[src/sv/epvr_pkg.sv]
// Shared types, constants and CRC helpers for the package validator.
// No dependencies.
`timescale 1ns / 1ps
`default_nettype none
package epvr_pkg;

  localparam logic [31:0] HdrMagic   = 32'h4558_4531;
  localparam logic [31:0] HdrSize    = 32'd32;
  localparam logic [31:0] CrcInit    = 32'hFFFF_FFFF;
  localparam logic        KindLoad   = 1'b0;
  localparam logic        KindRead   = 1'b1;
  localparam logic        CfgLoadBase = 1'b0;
  localparam logic        CfgCapLimit = 1'b1;
  localparam logic [16:0] CapReset   = 17'h1_0000;

  // One queued command, less the stream position whose width follows the buffer.
  typedef struct packed {
    logic        kind;
    logic [7:0]  data;
    logic        fin;
    logic [15:0] addr;
    logic [31:0] crc;
  } cmd_t;

  function automatic logic [31:0] crc_tab(input logic [3:0] i);
    logic [31:0] v;
    case (i)
      4'h0: v = 32'h0000_0000; 4'h1: v = 32'h1db7_1064;
      4'h2: v = 32'h3b6e_20c8; 4'h3: v = 32'h26d9_30ac;
      4'h4: v = 32'h76dc_4190; 4'h5: v = 32'h6b6b_51f4;
      4'h6: v = 32'h4db2_6158; 4'h7: v = 32'h5005_713c;
      4'h8: v = 32'hedb8_8320; 4'h9: v = 32'hf00f_9344;
      4'ha: v = 32'hd6d6_a3e8; 4'hb: v = 32'hcb61_b38c;
      4'hc: v = 32'h9b64_c2b0; 4'hd: v = 32'h86d3_d2d4;
      4'he: v = 32'ha00a_e278; 4'hf: v = 32'hbdbd_f21c;
      default: v = 32'h0;
    endcase
    return v;
  endfunction

  function automatic logic [31:0] crc_byte(input logic [31:0] c, input logic [7:0] b);
    logic [31:0] x;
    x = c ^ {24'h0, b};
    x = (x >> 4) ^ crc_tab(x[3:0]);
    x = (x >> 4) ^ crc_tab(x[3:0]);
    return x;
  endfunction

endpackage
`default_nettype wire

[src/sv/epvr_front.sv]
// Front end: counts stream position and runs the CRC, packs commands.
// Depends on epvr_pkg.
`timescale 1ns / 1ps
`default_nettype none
module epvr_front import epvr_pkg::*; #(
  parameter int BUFFER_BYTES = 65536,
  parameter int CW = $clog2(BUFFER_BYTES + 2)
) (
  input  wire logic          clk_i,
  input  wire logic          rst_ni,
  input  wire logic          take_i,
  input  wire logic          kind_i,
  input  wire logic [7:0]    data_byte_i,
  input  wire logic          final_byte_i,
  input  wire logic [15:0]   read_address_i,
  output cmd_t               cmd_o,
  output logic [CW-1:0]      pos_o
);
  localparam logic [CW-1:0] BufTop = CW'(BUFFER_BYTES);

  logic [CW-1:0] cnt_q, cnt_d;
  logic [31:0]   crc_q, crc_d, crc_nx;
  logic          in_crc_field;

  assign in_crc_field = (cnt_q >= CW'(24)) && (cnt_q < CW'(28));
  assign crc_nx = crc_byte(crc_q, in_crc_field ? 8'h00 : data_byte_i);

  always_comb begin
    cnt_d = cnt_q;
    crc_d = crc_q;
    if (take_i && kind_i == KindLoad) begin
      if (final_byte_i) begin
        cnt_d = '0;
        crc_d = CrcInit;
      end else begin
        crc_d = crc_nx;
        if (cnt_q <= BufTop) cnt_d = cnt_q + CW'(1);
      end
    end
  end

  assign cmd_o.kind = kind_i;
  assign cmd_o.data = data_byte_i;
  assign cmd_o.fin  = final_byte_i;
  assign cmd_o.addr = read_address_i;
  assign cmd_o.crc  = crc_nx;
  assign pos_o      = cnt_q;

  always_ff @(posedge clk_i or negedge rst_ni) begin
    if (!rst_ni) begin
      cnt_q <= '0;
      crc_q <= CrcInit;
    end else begin
      cnt_q <= cnt_d;
      crc_q <= crc_d;
    end
  end
endmodule
`default_nettype wire

[config.mk]
export PLATFORM = sky130hd
export DESIGN_NAME = epvr_front
export DESIGN_NICKNAME = d
export VERILOG_FILES = /design/src/sv/epvr_pkg.sv /design/src/sv/epvr_front.sv
export SDC_FILE = /design/constraint.sdc
export NUM_CORES = 1
export LEC_CHECK = 0
export BUFFER_PORTS_ARGS = -buffer_cell sky130_fd_sc_hd__buf_2
export CORE_MARGIN = 10
export CORE_UTILIZATION = 52
export DETAILED_ROUTE_END_ITERATION = 8
export GPL_ROUTABILITY_DRIVEN = 0
export PLACE_DENSITY = 0.9
export SLEW_MARGIN = 5
export SYNTH_ARGS = -nofsm -noshare
export SYNTH_HDL_FRONTEND = slang
export SYNTH_SLANG_ARGS = --single-unit
[constraint.sdc]
create_clock -name clk_i -period 3.7 [get_ports clk_i]
set_input_delay 0.37 -clock clk_i [delete_from_list [all_inputs] [get_ports clk_i]]
set_output_delay 0.37 -clock clk_i [all_outputs]
set_load 0.05 [all_outputs]
==> reports/qor.txt <==
Hold Buf Count CTS -> 0
Fin crit period -> 3782 ps
CTS tree -> built
Worst slew margin -> 16.68%
Ys async rst share -> 100.0%
CP Data Arrival Time -> 3410 ps
Gr busiest metal -> met2
Critical-path cell list -> or4_1 -> buf_4 -> o41ai_4 -> xor2_4 -> buf_4 -> xnor2_2 -> xor2_2 -> xnor2_1 -> buf_4
Core Area -> 6026 sq um
Final period util -> 102.2%
Design area -> 4185 sq um
# DRC -> 0
Critical R2R Capture -> crc_q[24]$_DFFE_PN1P_
Hold WC Path Type -> input port to async pin
Initial Util -> 54.57%
Post-route ant nets -> 0
Placed Cells -> 410
Setup violators final -> 12
Syn_nets -> 328
TritonRoute pass-1 iters -> 5
CTS Buffer Depth -> 2
Max frequency -> 264.4 MHz
CTS Sinks -> 49
Failing checks -> setup timing
First-pass GRT wire length -> 13330 um
Final hold violations -> 0
Crit-path most repeated cell -> buf_4
Area of the multi-input gates -> 2021 sq um
Mapped Cells -> 297
M3 GR Usage -> 4.567%
R2R setup slack -> 640 ps
Starting DRC count in detailed routing -> 275
Final Skew -> 11.52 ps
Worst path slowest cell -> or4_1
Setup crit start -> pos_o[8]$_DFFE_PN0P_
Die width -> 99.52 um
R2r startpoint -> pos_o[8]$_DFFE_PN0P_
Vias in the first global route -> 2435
Largest net degree at the start of global routing -> 50
Final Worst Setup Slack -> -82.02 ps
M2 GR Usage -> 27.20%
Yosys cell types -> 36
Met1 Use GR -> 20.40%
Fillcell total -> 370
Die Area -> 9904 sq um
Nets -> 391
Gr usage total -> 16.59%
Io pins -> 104
Layout cells sized above 1 -> 52.08%
CP Capture Type -> primary output
Yosys warnings -> 0
CTS root buf -> clkbuf_8
IO buf count -> 71
Worst EP required -> 3330 ps
Worst skew pair latency -> 310 ps
Antenna cells -> 0
Vias per inst -> 5.989
WL/cell -> 23.33 um
Synthesized area -> 3288 sq um
Max cap viols -> 0
RSZ-0062 raised after global routing -> true
Crit-path max cell delay -> 570 ps
DR vias -> 2611
EDFF count, synth -> 0
Final std cells w/o fill -> 436
Area Growth Syn to Fin -> 27.28%
CTS H-tree lvls -> 2
End point of the critical path -> cmd_o[24]
Setup CP Type -> flip-flop to primary output
Worst Tran Pin Value -> 1250 ps
Row count -> 28
Dpl cell area -> 3626 sq um
Worst R2R Path Depth -> 9
Outcome -> finished with violations
Grt total ovfl -> 0
Drt total wl -> 10170 um
Initial antenna violation count -> 0
Critical Path Source Type -> flip-flop
Avg Inst Size Synth -> 11.07 sq um
DP HPWL -> 6322 um
Seq. cell area -> 1267 sq um
Sequential share of the synthesized area -> 38.51%
CP max FO -> 9
Clock slew at reported path FFs -> 100 ps
#FFs+latches synth -> 49
Number of buffers created by CTS -> 5
Slew Limit Fails -> 0
Die H -> 99.52 um
Ys flop type -> dfstp_2
==> worst max-delay path, delay by kind of cell, from the launching register on <==
family                    cells  cell delay, ps
xor gates and xnor gates      4             910
DFF                           1             460
and+or+nand+nor               1             570
AOI/OAI and AO/OA             1             470
buffers and inverters         3             680
==> synthesized netlist by cell type, types with 4 or more instances <==
cell type	n	area (sq um)
xnor2_2	5	81.33
xor2_1	19	166.4
xnor2_1	55	481.7
nor2_1	13	48.80
dfrtp_1	17	425.4
or3_1	4	25.02
o22a_1	32	280.3
nand2b_1	4	25.02
buf_4	26	195.2
clkbuf_1	12	45.04
nand2_1	8	30.03
dfstp_2	32	840.8
o41ai_4	5	137.6
nand3_1	8	40.04
o21ai_0	11	55.05
inv_1	7	26.28
==> metal layers <==
metal	vias up	routed length, um	part of all wire (%)
met5	-	0	0
met4	0	334	3.3
met3	35	854	8.4
met2	166	5039	50
met1	1295	3944	39
li1	1115	-	-
==> sequential cells by signal, indices dropped and copies added (netlist names) <==
signal	cells
crc_q	32
pos_o	17
==> repair_timing <==
| item | 4_1_cts | 5_1_grt |
|---|---|---|
| setup buffers | 5 | 13 |
| endpoints found under the hold margin | 0 | 0 |
| resized for setup | 7 | 46 |
| endpoints found under the setup margin | 18 | 18 |
| pin swaps | 4 | 9 |
| gates cloned | 0 | 0 |
==> cells by family (layout without fill, tap and decap cells) <==
group	count (synthesis)	after routing	synth area share [%]
AOI/OAI and AO/OA	59	59	16.67
xor gates and xnor gates	85	85	26.37
adders and majority gates	2	2	0.7609
buffers and inverters	48	112	8.942
DFF	49	49	38.51
and+or+nand+nor	54	54	8.752
==> metrics by stage <==
stage	hold slack (ps)	setup TNS [ps]	utilization (%)	setup WS, ps
floorplan	74.41	-1613	-	-228.0
global placement	554.9	0	60.17	293.5
detailed placement	549.9	0	60.17	196.9
CTS	279.9	-156.1	63.70	-48.20
global route	314.1	-1441	69.46	-140.9
finish	256.5	-317.1	69.46	-82.02
==> worst min path at each step <==
stage,depth (start not counted),startpoint,slack [ps],to
2_1_floorplan,0,rst_ni,70,pos_o[0]$_DFFE_PN0P_
3_3_place_gp,1,pos_o[5]$_DFFE_PN0P_,550,pos_o[5]$_DFFE_PN0P_
3_5_place_dp,2,pos_o[16]$_DFFE_PN0P_,550,pos_o[16]$_DFFE_PN0P_
4_1_cts,1,rst_ni,280,pos_o[9]$_DFFE_PN0P_
5_1_grt,1,rst_ni,310,pos_o[9]$_DFFE_PN0P_
6_report,1,rst_ni,260,pos_o[8]$_DFFE_PN0P_
==> layout make-up <==
type                    count  area share (%)
clock buffers               7           2.063
clock inverters             1          0.7175
repair buffers             97           15.78
flip-flops and latches     49           30.28
inverters                   7          0.6278
multi-input cells         200           48.28
well taps                  75           2.242
==> cell usage in the layout, fill, tap and decap left out, types with 4 or more instances in the layout <==
| master | instances |
|---|---|
| nand3_1 | 8 |
| o21ai_0 | 11 |
| clkbuf_4 | 4 |
| buf_12 | 5 |
| nand2_1 | 8 |
| dfstp_2 | 32 |
| xnor2_4 | 4 |
| xor2_1 | 11 |
| o22a_1 | 32 |
| nor2_1 | 13 |
| buf_2 | 55 |
| nand2b_1 | 4 |
| buf_4 | 31 |
| xor2_2 | 7 |
| xor2_4 | 6 |
| dfrtp_1 | 16 |
| clkbuf_8 | 6 |
| xnor2_1 | 37 |
| or3_1 | 4 |
| inv_1 | 7 |
| o41ai_4 | 5 |
| xnor2_2 | 19 |
Power is not shown: default switching activity piles up to over one toggle a cycle in this logic, so the estimate is an artifact.
