$ cat config.mk
export PLATFORM = sky130hd
export DESIGN_NAME = epvr_queue
export DESIGN_NICKNAME = d
export VERILOG_FILES = /design/src/sv/epvr_queue.sv
export SDC_FILE = /design/constraint.sdc
export NUM_CORES = 1
export LEC_CHECK = 0
export BUFFER_PORTS_ARGS = -buffer_cell sky130_fd_sc_hd__buf_2
export CAP_MARGIN = 20
export CORE_MARGIN = 2
export CORE_UTILIZATION = 40
export DETAILED_ROUTE_END_ITERATION = 6
export PLACE_DENSITY = 0.64
export SLEW_MARGIN = 20
export SYNTH_ARGS = -nofsm -noshare
export SYNTH_HDL_FRONTEND = slang
export SYNTH_SLANG_ARGS = --single-unit
$ cat constraint.sdc
create_clock -name clk_i -period 1.25 [get_ports clk_i]
set_input_delay 0.1875 -clock clk_i [delete_from_list [all_inputs] [get_ports clk_i]]
set_output_delay 0.1875 -clock clk_i [all_outputs]
set_load 0.05 [all_outputs]
$ cat src/sv/epvr_queue.sv
// Two-entry command queue between front end and back end.
// Depends on nothing but a data width.
`timescale 1ns / 1ps
`default_nettype none
module epvr_queue #(
  parameter int DW = 8
) (
  input  wire logic          clk_i,
  input  wire logic          rst_ni,
  input  wire logic          push_i,
  input  wire logic [DW-1:0] push_data_i,
  input  wire logic          pop_i,
  output logic [DW-1:0]      pop_data_o,
  output logic               valid_o,
  output logic               full_o
);
  logic [DW-1:0] ent_q [2];
  logic          wp_q, rp_q;
  logic [1:0]    fill_q;

  assign valid_o    = fill_q != 2'd0;
  assign full_o     = fill_q == 2'd2;
  assign pop_data_o = ent_q[rp_q];

  always_ff @(posedge clk_i) begin
    if (push_i) ent_q[wp_q] <= push_data_i;
  end

  always_ff @(posedge clk_i or negedge rst_ni) begin
    if (!rst_ni) begin
      wp_q   <= 1'b0;
      rp_q   <= 1'b0;
      fill_q <= 2'd0;
    end else begin
      if (push_i) wp_q <= ~wp_q;
      if (pop_i) rp_q <= ~rp_q;
      fill_q <= fill_q + {1'b0, push_i} - {1'b0, pop_i};
    end
  end
endmodule
`default_nettype wire

==> flow_metrics.tcl, run 1 <==
set metrics [dict create \
    status "finished, violations left" \
    failed_checks "negative setup slack" \
    drive_above_1_share 0.575 \
    clkSinkCount 20 \
    ys_ff_latch 20 \
    numCtsBuffers 3 \
    detailedRoute.firstIterationViolations 4 \
    top_layer_used "met4" \
    asyncSetResetFlopFracSynth 0.200 \
    pre_cts_slack_ns 0.0311 \
    timing.critical_path.from_type "flop" \
    max_slew.worst_pin.slew_ns 0.134 \
    route.detailed.wl_per_inst_microns 11.2 \
    grt_setup_unrepaired "true" \
    drt_wl_total_microns 1120 \
    cts-htree-levels 1 \
    criticalPathCategory "flop to output pin" \
    required_time_of_the_critical_path_ns 1.06 \
    post-synth-top-area-fraction 0.593 \
    synth.lib_cells_used.distinct 11 \
    fraction_of_power_consumed_by_the_clock_network 0.101 \
    r2r_setup_slack_ns 0.03 \
    global_route_wire_length_before_repair_microns 1970 \
    postLayoutCellArea_sq_um 1120 \
    final_nets 88 \
    achievable-frequency_mhz 675 \
    yosysSeqAreaShare 0.716 \
    placement_rows 16 \
    antenna_found_initial 0 \
    internal_power_mw 1.79 \
    switching_share 0.375 \
    timing.critical_path.arrival_ns 1.29 \
    most_used_standard_cells_in_the_synthesized_netlist "16 x edfxtp_1, 8 x mux2_4, 4 x dfrtp_1" \
    report.power.total_mw 2.87 \
    core_ar_sq_um 1940 \
    total_length_of_routed_met3_wires_microns 46 \
    die_area_sq_um 2400 \
    tritoncts_clock_tree "built" \
    dpl.hpwl_microns 874 \
    cts.clk_slew.worst_paths_ns 0.10 \
    slew_violations 0 \
    netSwitchingPower_mw 1.08 \
    avgViaCountPerCell 4.19 \
    n_fill_cell 161 \
    setup_viols_final 9 \
    met2_wirelength_microns 630 \
    combined_area_of_all_synthesized_cells_sq_um 811 \
    wl_met1_microns 428 \
    pre_antenna_drt_iters 2 \
    finish.utilization 0.577 \
    hold_slack_ns 0.0826 \
    postRouteAntennaNets 0 \
    hold_class "primary input to flop" \
    drt_drc_violations_left 0 \
    timing.critical_path.to_type "output pin" \
    yosys.cell_count.top_type "edfxtp_1" \
    postSynthCellCount 40 \
    final.period_utilization 1.18 \
    die_h_microns 49.0 \
    syn-mean-instance-area_sq_um 20.3 \
    seq_power_share 0.342 \
    synth_enable_flop_cells 16 \
    die_w_microns 49.0 \
    finClkSkew_ns 0.00343 \
    first_global_vias 469 \
    port-buffer-count 21 \
    finalWorstSetupSlack_ns -0.231 \
    finalWorstPathRequiredPeriod_ns 1.48 \
    relSlewSlack 0.911 \
    synth_area_leaders "edfxtp_1 59%, mux2_4 15%, dfrtp_1 12%" \
    synth_top_flop_cell "edfxtp_1" \
    hold_violations 0 \
    largest_net_degree_at_the_start_of_global_routing 12 \
    globalplace.congestion 0.705 \
    pwr_density_cell_nw_per_um2 2560 \
    timing.critical_path.fanout_max 5 \
    combinationalPowerShare 0.557 \
    timing.max_cap.violations 0 \
    yosys_warnings 0 \
    detailroute.via_count 419 \
    yosysTopAreaCell "edfxtp_1" \
    max-clock-path-buffers 2 \
    antenna_diode_count 0 \
    cts_root_buf "clkbuf_4" \
    track_usage 0.111 \
    insertion_delay_ns 0.28 \
    initial_core_util 0.418 \
    p_leak_nw 0.494 \
    vdd_ir_max_v 0.00125 \
    globalRouteOverflowTotal 0 \
    mappedNetlistNets 54 \
    ios 22 \
    area.growth.synth_to_final_pct 38.3 \
    detailed_place.area_sq_um 986 \
]
[per-layer routing]
metal / vias up / global-route usage
li1: 211 / -
met3: 2 / 0.0184
met5: - / 0
met2: 12 / 0.203
met1: 194 / 0.117
met4: 0 / 0.0714
[path summary, 6_finish.rpt]
| kind | depth (start not counted) | end | start |
|---|---|---|---|
| worst max-delay path | 3 | pop_data_o[1] | rp_q$_DFFE_PN0P_ |
| worst min-delay path | 1 | ent_q[1][1]$_DFFE_PP_ | push_data_i[1] |
| min in group asynchronous | 2 | rp_q$_DFFE_PN0P_ | rst_ni |
| max in group asynchronous | 2 | fill_q[1]$_DFF_PN0_ | rst_ni |
| worst min register to register | 1 | wp_q$_DFFE_PN0P_ | wp_q$_DFFE_PN0P_ |
| worst max register to register | 5 | fill_q[1]$_DFF_PN0_ | fill_q[0]$_DFF_PN0_ |
[per-stage QoR]
step                      instances  setup TNS [ns]
after CTS                       100           -1.97
after global placement           93               0
final                           100           -1.82
after floorplan                  40               0
after detailed placement         93               0
after global routing            100           -2.33
[sequential cells by signal (all words and copies together), names as in the netlist]
name / count
ent_q: 16
fill_q: 2
wp_q: 1
rp_q: 1
[critical path, stage by stage, from the launching register on]
cell,delay (ns)
dfrtp_1,0.41
buf_6,0.14
mux2_4,0.30
buf_8,0.15
[timing repair]
action,4_1_cts,5_1_grt
resized for setup,25,1
hold buffers,1,0
endpoints found under the setup margin,10,11
pin swaps,1,0
buffers inserted,2,0
endpoints found under the hold margin,4,0
[layout by cell type (no fill, tap or decap), drive strengths merged, types with 2 or more instances in the layout]
cell     n
buf     29
edfxtp  16
mux2     8
dfrtp    4
clkbuf   3
inv      2
xor2     2
ha       2
nor2b    2
[power by group through the flow]
stage          Combinational (mW)  Clock, mW  Sequential, mW
5_1_grt                      1.68      0.341            1.00
3_5_place_dp                 1.28          0           0.995
6_report                     1.60      0.290           0.981
4_1_cts                      1.60      0.307           0.984
2_1_floorplan                1.03          0           0.976
3_3_place_gp                 1.26          0           0.987
[kinds of logic after synthesis]
| group | synth area share |
|---|---|
| fa+ha+maj | 0.0309 |
| mux | 0.148 |
| xor+xnor | 0.0509 |
| buf+inv | 0.0232 |
| simple gates | 0.0309 |
| flops | 0.716 |
[layout make-up]
type / count / area (sq um) / share of cell area
clock buffer: 3 / 22.5 / 0.0201
clock inverter: 1 / 3.75 / 0.00335
multi-input combinational: 17 / 216 / 0.193
timing repair buffer: 30 / 256 / 0.229
tap: 27 / 33.8 / 0.0301
sequential: 20 / 581 / 0.518
inverter: 2 / 7.51 / 0.00670
Note: power is estimated with default switching activity, not from simulation.
==> inputs of run 2 (changes only) <==
Settings changed: SETUP_SLACK_MARGIN set to 0.3.
==> run 2 against run 1 <==
Via count grew 2.9%. Largest power group unchanged. Critical path type unchanged. The flow still finishes with violations (negative setup slack). Clock skew decreased by 0.0031 ns. Largest cell class unchanged. Sequential power increased by 2%. Die area did not move. Sequential share of layout area decreased by 1.1 points. Total power increased by 8.8%.
==> flow_metrics.tcl, run 2 (synthesized netlist as in run 1, its figures left out) <==
set metrics [dict create \
    die_h_microns 49.0 \
    wl_met1_microns 429 \
    initial_core_util 0.418 \
    required_time_of_the_critical_path_ns 1.06 \
    die_w_microns 49.0 \
    max_slew.worst_pin.slew_ns 0.163 \
    avgViaCountPerCell 4.44 \
    port-buffer-count 21 \
    postLayoutCellArea_sq_um 1140 \
    vdd_ir_max_v 0.00157 \
    worst_path_largest_cell_delay_ns 0.42 \
    layout_commonest_cell "edfxtp_1" \
    relSlewSlack 0.891 \
    placement_rows 16 \
    timing.critical_path.from_type "flop" \
    internal_power_mw 2.00 \
    final.period_utilization 1.20 \
    max-clock-path-buffers 2 \
    die_area_sq_um 2400 \
    criticalPathCategory "flop to output pin" \
    fraction_of_power_consumed_by_the_clock_network 0.167 \
    ios 22 \
    p_leak_nw 0.503 \
    largest_net_degree_at_the_start_of_global_routing 13 \
    setup_viols_final 10 \
    finalWorstSetupSlack_ns -0.245 \
    critical_path_buf_inv_count 2 \
    global_route_wire_length_before_repair_microns 1820 \
    report.power.total_mw 3.12 \
    detailroute.via_count 431 \
    detailedRoute.firstIterationViolations 6 \
    cts-htree-levels 1 \
    placed_cells_incl_taps 89 \
    switching_share 0.359 \
    area.growth.synth_to_final_pct 41.2 \
    cts.clk_slew.worst_paths_ns 0.11 \
    timing.critical_path.arrival_ns 1.31 \
    detailed_place.area_sq_um 965 \
    slew_violations 0 \
    finish.utilization 0.590 \
    drt_wl_total_microns 1160 \
    globalRouteOverflowTotal 0 \
    largest_register "ent_q" \
    final_nets 85 \
    clkSinkCount 20 \
    hold_violations 0 \
    finalWorstPathRequiredPeriod_ns 1.49 \
    largest_registers "ent_q: 16 flops, fill_q: 2 flops" \
    track_usage 0.107 \
    crit_top_cell "buf_6" \
    tritoncts_clock_tree "built" \
    hold_class "primary input to flop" \
    grt_setup_unrepaired "true" \
    globalplace.congestion 0.633 \
    timing.critical_path.fanout_max 5 \
    cp_cell_sequence "buf_6 -> mux2_4 -> buf_6" \
    timing.critical_path.to_type "output pin" \
    largest_reg_flops 16 \
    failed_checks "negative setup slack" \
    status "finished, violations left" \
    numCtsBuffers 3 \
    dpl.hpwl_microns 793 \
    postRouteAntennaNets 0 \
    antenna_diode_count 0 \
    layout_common_cells "16 x edfxtp_1, 11 x buf_2, 11 x buf_6" \
    pre_antenna_drt_iters 2 \
    total_length_of_routed_met3_wires_microns 38 \
    seq_power_share 0.320 \
    netSwitchingPower_mw 1.12 \
    drt_drc_violations_left 0 \
    cpLargestDelayFamily "flip-flops" \
    top_layer_used "met4" \
    pwr_density_cell_nw_per_um2 2730 \
    drive_above_1_share 0.600 \
    first_global_vias 444 \
    cts_root_buf "clkbuf_4" \
    timing.max_cap.violations 0 \
    slowest_stage "dfrtp_1" \
    core_ar_sq_um 1940 \
    combinationalPowerShare 0.513 \
    insertion_delay_ns 0.30 \
    hold_slack_ns 0.0682 \
    met2_wirelength_microns 683 \
    achievable-frequency_mhz 669 \
    route.detailed.wl_per_inst_microns 11.9 \
    finClkSkew_ns 0.000293 \
    antenna_found_initial 0 \
    final-instance-count-excl-fill 97 \
]
## run 2: cell count changes in the layout (fill, tap and decap cells not counted), sizes merged
cell	change
buf	-3
clkinv	-1
bufinv	+1
## run 2: through the flow
stage	TNS [ns]	setup slack, ns
after floorplan	0	0.0959
after global placement	0	0.0422
after detailed placement	0	0.0315
after CTS	-2.18	-0.265
after global routing	-2.50	-0.290
final	-2.04	-0.245
## run 2: cell type report
cell class	count	area, sq um
Tap cell	27	33.8
Clock buffer	3	22.5
Multi-Input combinational cell	17	231
Sequential cell	20	581
Fill cell	160	797
Inverter	2	7.51
Clock inverter	1	30.0
Timing Repair Buffer	27	239
## run 2: power by group through the flow
| stage | clock network (mW) | logic, mW | registers (mW) |
|---|---|---|---|
| 2_1_floorplan | 0 | 1.04 | 0.984 |
| 3_3_place_gp | 0 | 1.23 | 0.996 |
| 3_5_place_dp | 0 | 1.24 | 1.00 |
| 4_1_cts | 0.535 | 1.59 | 0.990 |
| 5_1_grt | 0.551 | 1.67 | 1.02 |
| 6_report | 0.521 | 1.60 | 0.998 |
## run 2: path summary, 6_finish.rpt
check | slack, ns | start | to | cells past startpoint
min | 0.07 | push_data_i[4] | ent_q[0][4]$_DFFE_PP_ | 1
max in group asynchronous | 0.92 | rst_ni | fill_q[1]$_DFF_PN0_ | 2
min reg2reg | 0.63 | rp_q$_DFFE_PN0P_ | rp_q$_DFFE_PN0P_ | 2
max | -0.24 | rp_q$_DFFE_PN0P_ | pop_data_o[4] | 3
min in group asynchronous | 0.21 | rst_ni | fill_q[0]$_DFF_PN0_ | 2
max reg2reg | -0.04 | fill_q[0]$_DFF_PN0_ | fill_q[1]$_DFF_PN0_ | 5
## run 2: timing repair
action                                 CTS  global route
resized for setup                       24             2
hold buffers                             1             0
buffers inserted                         3             0
pin swaps                                2             0
endpoints found under the hold margin    4             0
setup endpoints to repair               28            28
## run 2: per-layer routing
metal  vias up  GRT usage
met5         -          0
met4         0     0.0714
li1        207          -
met1       212      0.119
met3         2     0.0184
met2        10      0.185
==> inputs of run 3 (changes only) <==
Settings changed: CORE_MARGIN 2 to unset.
==> run 3 against run 2 <==
The run still ends with negative setup slack left. Sequential cell count is the same. Sequential power is essentially flat. Clock skew grew 0.0042 ns. Wire length shrank 1.3%. Fmax grew 0.61%. Total power shrank 4.1%. Clock-buffer cell count grew 1. Clock power shrank 42%. Core utilization grew 3.5 points. Via count shrank 0.93%. Hold slack gained 0.0063 ns. Design area shrank 0.66%. Critical endpoint is now pop_data_o[2]. Highest routed layer is now met3.
==> flow_metrics.tcl, run 3 (synthesized netlist as in run 1, its figures left out) <==
set metrics [dict create \
    first_global_vias 405 \
    hold_class "primary input to flop" \
    route.detailed.wl_per_inst_microns 11.8 \
    pre_antenna_drt_iters 2 \
    busiest_layer "met2" \
    final.period_utilization 1.19 \
    criticalPathCategory "flop to output pin" \
    p_leak_nw 0.502 \
    finalWorstPathRequiredPeriod_ns 1.49 \
    r2r_setup_slack_ns 0.01 \
    slew_violations 0 \
    initial_core_util 0.445 \
    insertion_delay_ns 0.29 \
    n_fill_cell 142 \
    detailedRoute.firstIterationViolations 7 \
    hold_slack_ns 0.0746 \
    core_ar_sq_um 1820 \
    max-clock-path-buffers 2 \
    pre_cts_slack_ns 0.0412 \
    area.growth.synth_to_final_pct 40.3 \
    status "finished, violations left" \
    fin_setup_tns_ns -1.93 \
    pwr_density_cell_nw_per_um2 2630 \
    final-instance-count-excl-fill 97 \
    slowest_stage "dfrtp_1" \
    timing.critical_path.fanout_max 5 \
    placement_rows 15 \
    globalplace.congestion 0.662 \
    drive_above_1_share 0.597 \
    timing.critical_path.from_type "flop" \
    report.power.total_mw 2.99 \
    numCtsBuffers 3 \
    antenna_diode_count 0 \
    global_route_wire_length_before_repair_microns 1770 \
    final_nets 87 \
    postRouteAntennaNets 0 \
    placed_cells_incl_taps 87 \
    clkSinkCount 20 \
    antenna_found_initial 0 \
    multi_input_comb_area_sq_um 231 \
    failed_checks "negative setup slack" \
    die_h_microns 47.0 \
    cts.clk_slew.worst_paths_ns 0.10 \
    crit-reg2reg-launch "fill_q[0]$_DFF_PN0_" \
    detailroute.via_count 427 \
    hold-path-endpoint "ent_q[1][7]$_DFFE_PP_" \
    max_slew.worst_pin.slew_ns 0.259 \
    dpl.hpwl_microns 795 \
    port-buffer-count 21 \
    die_area_sq_um 2210 \
    timing.max_cap.violations 0 \
    largest_registers "ent_q: 16 flops, fill_q: 2 flops" \
    regArea_sq_um 581 \
    r2r-end "fill_q[1]$_DFF_PN0_" \
    grt_util_met2 0.214 \
    hold_violations 0 \
    track_usage 0.127 \
    globalRouteOverflowTotal 0 \
    largest_net_degree_at_the_start_of_global_routing 12 \
    tritoncts_clock_tree "built" \
    timing.critical_path.arrival_ns 1.30 \
    layout_common_cells "16 x edfxtp_1, 12 x buf_6, 11 x buf_2" \
    grt_use_met1 0.139 \
    largest_register "ent_q" \
    largest_reg_flops 16 \
    worst-r2r-cell-count 5 \
    die_w_microns 47.0 \
    ios 22 \
    finalWorstSetupSlack_ns -0.236 \
    cp_cell_sequence "buf_6 -> mux2_4 -> buf_8" \
    avgViaCountPerCell 4.40 \
    relSlewSlack 0.827 \
    achievable-frequency_mhz 673 \
    finClkSkew_ns 0.00448 \
    vdd_ir_max_v 0.00165 \
    required_time_of_the_critical_path_ns 1.06 \
    hold-path-cell-count 1 \
    grt_setup_unrepaired "true" \
    worst_path_largest_cell_delay_ns 0.41 \
    setup_viols_final 10 \
    layout_commonest_cell "edfxtp_1" \
    grtUsageMet3 0.0462 \
    timing.critical_path.to_type "output pin" \
    drt_wl_total_microns 1140 \
    drt_drc_violations_left 0 \
    cts-htree-levels 1 \
    cts_root_buf "clkbuf_4" \
    timing.hold.worst.start "push_data_i[7]" \
]
==> run 3: cell count changes in the layout (fill, tap and decap cells not counted), sizes merged <==
cell	change
bufinv	-1
buf	+2
clkbuf	+1
==> run 3: worst max path at each step <==
stage | startpoint | to | cells after the start
after floorplan | fill_q[0]$_DFF_PN0_ | fill_q[1]$_DFF_PN0_ | 5
after global placement | rp_q$_DFFE_PN0P_ | pop_data_o[2] | 3
after detailed placement | rp_q$_DFFE_PN0P_ | pop_data_o[2] | 3
after CTS | rp_q$_DFFE_PN0P_ | pop_data_o[2] | 3
after global routing | rp_q$_DFFE_PN0P_ | pop_data_o[6] | 3
final | rp_q$_DFFE_PN0P_ | pop_data_o[2] | 3
==> run 3: per-stage QoR <==
step	util	instance area [sq um]
after floorplan	-	822
after global placement	0.529	962
after detailed placement	0.529	962
after CTS	0.610	1110
after global routing	0.625	1140
final	0.625	1140
==> run 3: routing by layer <==
metal,share of wire,vias up
li1,-,208
met1,0.38,209
met2,0.59,10
met3,0.029,0
met4,0,0
met5,0,-
==> run 3: power by group <==
group	total, mW	internal [mW]	leakage [nW]	switching, mW
sequential	0.999	0.906	0.197	0.0928
clock	0.301	0.124	0.0150	0.177
combinational	1.69	0.842	0.290	0.850
==> run 3: area by class of cell <==
class                   count  share of cell area
well taps                  25              0.0275
clock buffers               4              0.0231
flip-flops and latches     20               0.510
repair buffers             29               0.229
multi-input cells          17               0.204
inverters                   2             0.00660
==> run 3: repair_timing <==
item	4_1_cts	5_1_grt
setup buffers	3	2
setup endpoints to repair	28	29
hold buffers	1	0
resized for setup	28	3
hold endpoints to repair	4	0
pin swaps	2	1
==> run 3: worst max-delay path: cells and delay by family, from the launching register on <==
| family | cells | cell delay [ns] |
|---|---|---|
| flops | 1 | 0.41 |
| mux | 1 | 0.30 |
| buf+inv | 2 | 0.29 |
